--- src/hw/rtl/slfr_pkg.sv ---
`timescale 1ns / 1ps

package slfr_pkg;

	// end-of-frame status codes
	typedef enum logic [1:0] {
		ST_OK        = 2'd0,
		ST_END_ERR   = 2'd1,
		ST_CHECK_ERR = 2'd2,
		ST_OVERFLOW  = 2'd3
	} status_t;

	// result item kinds
	typedef enum logic {
		KIND_PAYLOAD = 1'b0,
		KIND_REPORT  = 1'b1
	} kind_t;

	// register indexes
	localparam logic CFG_START_BYTE = 1'b0;
	localparam logic CFG_END_BYTE   = 1'b1;

	// register reset values
	localparam logic [7:0] START_BYTE_RST = 8'hFA;
	localparam logic [7:0] END_BYTE_RST   = 8'hF5;

	// frame layout
	localparam logic [7:0] CHECK_MASK     = 8'h7F;
	localparam int         HEADER_BYTES   = 3;
	localparam int         FRAME_OVERHEAD = 5;

endpackage

--- src/hw/rtl/stx_length_frame_receiver.sv ---
`timescale 1ns / 1ps

// channel   | handshake           | payload
// ----------+---------------------+-----------------------------------------------
// input     | in_valid / in_ready | rx_byte
// result    | out_valid/out_ready | result_kind, payload_byte, frame_type,
//           |                     | frame_length, frame_status
// config    | cfg_we              | cfg_index, cfg_wdata
//
// One byte per cycle unless a result is held up: a byte is caught in an input
// register, and from there the frame state update plus result formation
// write the result register.
// Reset puts the receiver in hunt mode with the default start and end bytes.
// A waiting result stalls the input register only when the next byte also
// produces a result; bytes with no result keep flowing.

module stx_length_frame_receiver #(
	parameter int FRAME_LIMIT = 256
) (
	input  logic       clk,
	input  logic       arst_n,
	input  logic       in_valid,
	output logic       in_ready,
	input  logic [7:0] rx_byte,
	output logic       out_valid,
	input  logic       out_ready,
	output logic       result_kind,
	output logic [7:0] payload_byte,
	output logic [7:0] frame_type,
	output logic [7:0] frame_length,
	output logic [1:0] frame_status,
	input  logic       cfg_we,
	input  logic       cfg_index,
	input  logic [7:0] cfg_wdata
);
	import slfr_pkg::*;

	localparam int PW = $clog2(FRAME_LIMIT + 1);
	localparam int CW = (PW > 9) ? PW : 9;

	// configuration registers
	logic [7:0] start_byte_q, end_byte_q;

	// input stage
	logic       valid_s1;
	logic [7:0] byte_s1;

	// frame state
	logic          in_frame_q;
	logic [PW-1:0] pos_q;
	logic [7:0]    type_q, len_q, xor_q, chk_q;

	// next state and result
	logic          in_frame_d;
	logic [PW-1:0] pos_d;
	logic [7:0]    type_d, len_d, xor_d, chk_d;
	logic [CW-1:0] p, len_ext, lim3;
	logic          has_res;
	kind_t         res_kind;
	status_t       res_status;
	logic [7:0]    res_byte;
	logic          adv_s1;

	// output register
	logic       out_valid_q;
	kind_t      kind_q;
	logic [7:0] pbyte_q, ftype_q, flen_q;
	status_t    status_q;

	// configuration writes
	always_ff @(posedge clk or negedge arst_n) begin
		if (!arst_n) begin
			start_byte_q <= START_BYTE_RST;
			end_byte_q   <= END_BYTE_RST;
		end else if (cfg_we) begin
			if (cfg_index == CFG_START_BYTE) begin
				start_byte_q <= cfg_wdata;
			end else if (cfg_index == CFG_END_BYTE) begin
				end_byte_q <= cfg_wdata;
			end
		end
	end

	// stage advances unless a result meets a full, stalled output register
	assign adv_s1   = valid_s1 && (!has_res || !out_valid_q || out_ready);
	assign in_ready = !valid_s1 || adv_s1;

	// input register
	always_ff @(posedge clk or negedge arst_n) begin
		if (!arst_n) begin
			valid_s1 <= 1'b0;
			byte_s1  <= '0;
		end else if (in_ready) begin
			valid_s1 <= in_valid;
			if (in_valid) begin
				byte_s1 <= rx_byte;
			end
		end
	end

	// frame state update for the byte in the input register
	always_comb begin
		in_frame_d = in_frame_q;
		pos_d      = pos_q;
		type_d     = type_q;
		len_d      = len_q;
		xor_d      = xor_q;
		chk_d      = chk_q;
		has_res    = 1'b0;
		res_kind   = KIND_PAYLOAD;
		res_status = ST_OK;
		res_byte   = '0;
		p          = CW'(pos_q) + CW'(1);
		len_ext    = '0;
		lim3       = '0;
		if (!in_frame_q) begin
			// hunting for the start byte
			if (byte_s1 == start_byte_q) begin
				in_frame_d = 1'b1;
				pos_d      = PW'(1);
				type_d     = '0;
				len_d      = '0;
				xor_d      = byte_s1;
				chk_d      = '0;
			end
		end else begin
			if (p == CW'(2)) begin
				type_d = byte_s1;
			end
			if (p == CW'(HEADER_BYTES)) begin
				len_d = byte_s1;
			end
			len_ext = CW'(len_d);
			lim3    = len_ext + CW'(HEADER_BYTES);
			if (p <= lim3) begin
				xor_d = xor_q ^ byte_s1;
			end else if (p == lim3 + CW'(1)) begin
				chk_d = byte_s1;
			end
			pos_d = PW'(p);
			if (p > CW'(HEADER_BYTES) && p >= len_ext + CW'(FRAME_OVERHEAD)) begin
				// last byte of the frame
				has_res  = 1'b1;
				res_kind = KIND_REPORT;
				if (byte_s1 != end_byte_q) begin
					res_status = ST_END_ERR;
				end else if ((xor_d & CHECK_MASK) != chk_d) begin
					res_status = ST_CHECK_ERR;
				end
			end else if (p >= CW'(FRAME_LIMIT)) begin
				// frame too long: drop byte and report
				has_res    = 1'b1;
				res_kind   = KIND_REPORT;
				res_status = ST_OVERFLOW;
			end else if (p > CW'(HEADER_BYTES) && p <= lim3) begin
				has_res  = 1'b1;
				res_byte = byte_s1;
			end
			if (res_kind == KIND_REPORT) begin
				in_frame_d = 1'b0;
				pos_d      = '0;
			end
		end
	end

	// frame state registers
	always_ff @(posedge clk or negedge arst_n) begin
		if (!arst_n) begin
			in_frame_q <= 1'b0;
			pos_q      <= '0;
			type_q     <= '0;
			len_q      <= '0;
			xor_q      <= '0;
			chk_q      <= '0;
		end else if (adv_s1) begin
			in_frame_q <= in_frame_d;
			pos_q      <= pos_d;
			type_q     <= in_frame_d ? type_d : 8'h00;
			len_q      <= in_frame_d ? len_d : 8'h00;
			xor_q      <= in_frame_d ? xor_d : 8'h00;
			chk_q      <= in_frame_d ? chk_d : 8'h00;
		end
	end

	// result register
	always_ff @(posedge clk or negedge arst_n) begin
		if (!arst_n) begin
			out_valid_q <= 1'b0;
		end else if (adv_s1 && has_res) begin
			out_valid_q <= 1'b1;
		end else if (out_ready) begin
			out_valid_q <= 1'b0;
		end
	end

	always_ff @(posedge clk) begin
		if (adv_s1 && has_res) begin
			kind_q   <= res_kind;
			pbyte_q  <= res_byte;
			ftype_q  <= type_d;
			flen_q   <= len_d;
			status_q <= res_status;
		end
	end

	assign out_valid    = out_valid_q;
	assign result_kind  = kind_q;
	assign payload_byte = pbyte_q;
	assign frame_type   = ftype_q;
	assign frame_length = flen_q;
	assign frame_status = status_q;

	// checks
	a_hunt_pos_zero: assert property (@(posedge clk) disable iff (!arst_n)
		!in_frame_q |-> pos_q == '0)
		else $error("position not cleared while hunting");

	a_pos_limit: assert property (@(posedge clk) disable iff (!arst_n)
		in_frame_q |-> (CW'(pos_q) < CW'(FRAME_LIMIT)))
		else $error("frame position reached the limit");

	a_report_hunts: assert property (@(posedge clk) disable iff (!arst_n)
		(adv_s1 && has_res && res_kind == KIND_REPORT) |=> !in_frame_q)
		else $error("end report did not return to hunting");

	a_stall_cause: assert property (@(posedge clk) disable iff (!arst_n)
		!in_ready |-> (valid_s1 && out_valid_q && !out_ready))
		else $error("input stalled without a blocked result");

endmodule

--- config.mk ---
export PLATFORM = sky130hd
export DESIGN_NAME = stx_length_frame_receiver
export DESIGN_NICKNAME = d
export VERILOG_FILES = /design/src/hw/rtl/slfr_pkg.sv /design/src/hw/rtl/stx_length_frame_receiver.sv
export SDC_FILE = /design/constraint.sdc
export NUM_CORES = 1
export LEC_CHECK = 0
export BUFFER_PORTS_ARGS = -buffer_cell sky130_fd_sc_hd__buf_2
export CORE_ASPECT_RATIO = 1.75
export CORE_MARGIN = 5
export CORE_UTILIZATION = 56
export CTS_BUF_LIST = sky130_fd_sc_hd__clkbuf_8
export CTS_CLUSTER_SIZE = 12
export DETAILED_ROUTE_END_ITERATION = 6
export PLACE_DENSITY_LB_ADDON = 0.12
export SYNTH_ARGS = -nofsm -noshare
export SYNTH_HDL_FRONTEND = slang
export SYNTH_SLANG_ARGS = --single-unit
--- constraint.sdc ---
create_clock -name clk -period 6.9 [get_ports clk]
set_input_delay 0.69 -clock clk [delete_from_list [all_inputs] [get_ports clk]]
set_output_delay 0.69 -clock clk [all_outputs]
set_load 0.05 [all_outputs]
==> metrics.cfg <==
[synthesis]
syn_avg_cell_area_sq_um = 10.1
synth_area_leaders = dfrtp_1 23%, edfxtp_1 13%, mux2_2 6.9%
synth-seq-cells = 94
ys.warnings.count = 0
synth_top_cell_area_share_pct = 22.6
ys.flop_type = dfrtp_1
synth_area_sq_mm = 0.00608
ys_seq_area_share_pct = 41.2
netlist_instances = 604
async_reset_ff_share_pct = 71.3
syn_nets = 649
synth_cell_types = 65
synth-edff-count = 27
yosys.area.top_type = dfrtp_1

[cts]
postCtsHoldBufs = 0
insertion_delay_ns = 0.37
clk_pin_slew_worst_paths_ns = 0.09
cts_buffer_depth = 2
cts_sinks = 94
numCtsBuffers = 9
htree_levels = 3
root_buffer = clkbuf_8
cts_tree = yes

[global_route]
grt_max_degree = 68
grt_pass1_wl_microns = 25600
grt_pass1_vias = 4886
antenna_found_initial = 0
grtUsageTotal_pct = 25.4
grt-ovfl-total = 0

[routing]
drt-vias-per-instance = 6.29
antenna_left = 0
drc_errors = 0
drt-pass1-iter-count = 5
totalWireLength_microns = 15800
avgRoutedWirePerCell_microns = 20.6
num_vias = 4834
initialDrtViolationCount = 221

[setup_path]
startpoint_type = flip-flop
cp.required_ns = 6.21
cp-end-kind = output port
arrival_ns = 5.66
crit_type = flip-flop to output port
critPathMaxFanout = 10

[die]
fp.dieH_microns = 148
rows = 50
fp.dieW_microns = 88.8
initial_core_util_pct = 56.8
coreArea_sq_mm = 0.0107
die_area_sq_mm = 0.0131
ios = 51

[power]
seq_power_share_pct = 39.9
peakVddDrop_mv = 0.191
power_density_mw_per_mm2 = 271
p_comb_share_pct = 41.3
total_leakage_power_nw = 2.82
power.internal_w = 0.00106
total_power_w = 0.00180
swShare_pct = 41.0
pwr-share-clk_pct = 18.8
switching_power_w = 0.000737

[placed_design]
dp_hpwl_microns = 11900
finalWeightedCongestion = 0.945
portBuffers = 50
dp_slack_ns = 0.530
placed_cell_area_sq_mm = 0.00644

[run_status]
status = finished clean

[worst_hold_path]
hold_path.class = input pin to asynchronous set/reset pin

[sta]
slew_violations = 0
fin_skew_ns = 0.0161
worst_pin_slew_ns = 1.14
min_period_ns = 6.35
hold-worst-slack_ns = 0.497
slew-limit-headroom_pct = 23.4
rsz0062_at_grt = no
tns_ns = 0
setup_slack_ns = 0.550
finalHoldViolations = 0
fmax_mhz = 157
setup_violations = 0
fin_crit_sh_pct = 92.0

[finish]
fill_cells = 936
multi_input_area_sq_mm = 0.00335
final_area_sq_mm = 0.00663
area_delta_synth_final_pct = 9.01
seqCellArea_sq_mm = 0.00250
antenna_cells = 0
fin_nets = 679
drive_above_1_share_pct = 22.4

[flow_run]
cap_violations = 0

## cell type report
| type | count | share of cell area [%] |
|---|---|---|
| clock inverters | 7 | 0.850 |
| well taps | 130 | 2.45 |
| repair buffers | 61 | 5.21 |
| inverters | 23 | 1.30 |
| multi-input cells | 445 | 50.6 |
| clock buffers | 9 | 1.87 |
| flip-flops and latches | 94 | 37.8 |
## final timing paths
kind / to / cells after the start / slack, ns / start
min: pos_q[5] / 2 / 0.50 / arst_n
min in group clk: type_q[5] / 1 / 0.52 / type_q[5]
min reg2reg: type_q[5] / 1 / 0.52 / type_q[5]
max: in_ready / 22 / 0.55 / pos_q[0]
max in group asynchronous: byte_s1[7] / 2 / 5.82 / arst_n
max reg2reg: type_q[7] / 22 / 0.74 / pos_q[0]
## state kept, by name, summed over array words and instances (netlist names)
| register | count |
|---|---|
| result_kind | 1 |
| valid_s1 | 1 |
| len_q | 8 |
| byte_s1 | 8 |
| chk_q | 8 |
| in_frame_q | 1 |
| frame_status | 2 |
| frame_length | 8 |
| end_byte_q | 8 |
| type_q | 8 |
| pos_q | 9 |
| frame_type | 8 |
| xor_q | 7 |
| out_valid | 1 |
| start_byte_q | 8 |
| payload_byte | 8 |
## cell usage in the layout, fill, tap and decap left out, types with 3 or more instances in the layout
cell type | Yosys | routed
nand2b_1 | 14 | 14
o211ai_1 | 3 | 3
nand3_1 | 23 | 23
o31ai_1 | 8 | 8
buf_2 | 0 | 50
a21o_1 | 11 | 11
mux2_2 | 37 | 37
nor4_1 | 7 | 7
mux2i_1 | 8 | 8
a22o_1 | 36 | 36
dfstp_2 | 12 | 12
ha_1 | 23 | 23
nor3_1 | 8 | 6
clkbuf_8 | 0 | 9
xor2_1 | 25 | 25
o31a_1 | 3 | 3
a21oi_1 | 11 | 10
o21ai_0 | 33 | 32
or3_1 | 5 | 5
a22oi_1 | 8 | 8
nor2_1 | 25 | 25
and2_1 | 11 | 11
o21a_1 | 5 | 5
nor2b_1 | 4 | 4
nand4_1 | 10 | 10
a31oi_1 | 3 | 3
a32o_1 | 4 | 4
a211oi_1 | 3 | 3
a211o_1 | 3 | 3
edfxtp_1 | 27 | 27
dfrtp_1 | 55 | 55
buf_4 | 1 | 10
xnor2_1 | 30 | 30
inv_1 | 23 | 24
nand2_1 | 45 | 45
## synthesized netlist by cell type, types with 12 or more instances
cell type  number
ha_1           23
nand2b_1       14
a22o_1         36
mux2_2         37
dfstp_2        12
xor2_1         25
dfrtp_1        55
edfxtp_1       27
clkbuf_1       34
xnor2_1        30
inv_1          23
nor2_1         25
nand3_1        23
o21ai_0        33
nand2_1        45
## per-stage QoR
stage / utilization, % / instances
4_1_cts: 61.9 / 769
2_1_floorplan: - / 604
6_report: 62.0 / 769
3_3_place_gp: 60.2 / 753
5_1_grt: 62.0 / 769
3_5_place_dp: 60.2 / 753
## power by group through the flow
| stage | clock (W) | combinational [W] | sequential [W] |
|---|---|---|---|
| floorplan | 0 | 0.000555 | 0.000705 |
| global placement | 0 | 0.000720 | 0.000723 |
| detailed placement | 0 | 0.000729 | 0.000727 |
| CTS | 0.000349 | 0.000733 | 0.000715 |
| global route | 0.000371 | 0.000809 | 0.000726 |
| finish | 0.000338 | 0.000741 | 0.000716 |
## cells by family after synthesis
kind of cell,Yosys count,synth area share [%]
and+or+nand+nor,170,15.0
AOI/OAI and AO/OA,150,18.4
DFF,94,41.2
buffers and inverters,65,4.20
xor gates and xnor gates,55,7.92
muxes,47,8.66
adders and majority gates,23,4.73
## layer usage
metal  global-route usage, %  routed length (microns)
met5                       0                        0
met4                    10.7                      539
met2                    44.6                     8520
met3                    3.96                      658
met1                    29.9                     6110
## worst max-delay path: stages, from the launching register on
cell	delay, ns
dfrtp_1	0.57
ha_1	0.32
nand3_1	0.12
o21a_1	0.23
nor4_4	0.35
and3_1	0.28
mux2_2	0.39
inv_1	0.10
ha_1	0.36
nand3b_1	0.27
nor2_1	0.10
xnor2_1	0.13
mux2_4	0.30
ha_1	0.30
o21ai_0	0.09
nand2b_1	0.07
a21oi_1	0.07
nor3_2	0.22
o211ai_1	0.16
a21oi_2	0.34
nor2_1	0.11
nand2_1	0.13
buf_2	0.28
## timing repair
action / in CTS / in global routing
resized for setup: 0 / 2
setup endpoints to repair: 0 / 17
buffers inserted: 0 / 0
Power figures use the tool's default switching activity.
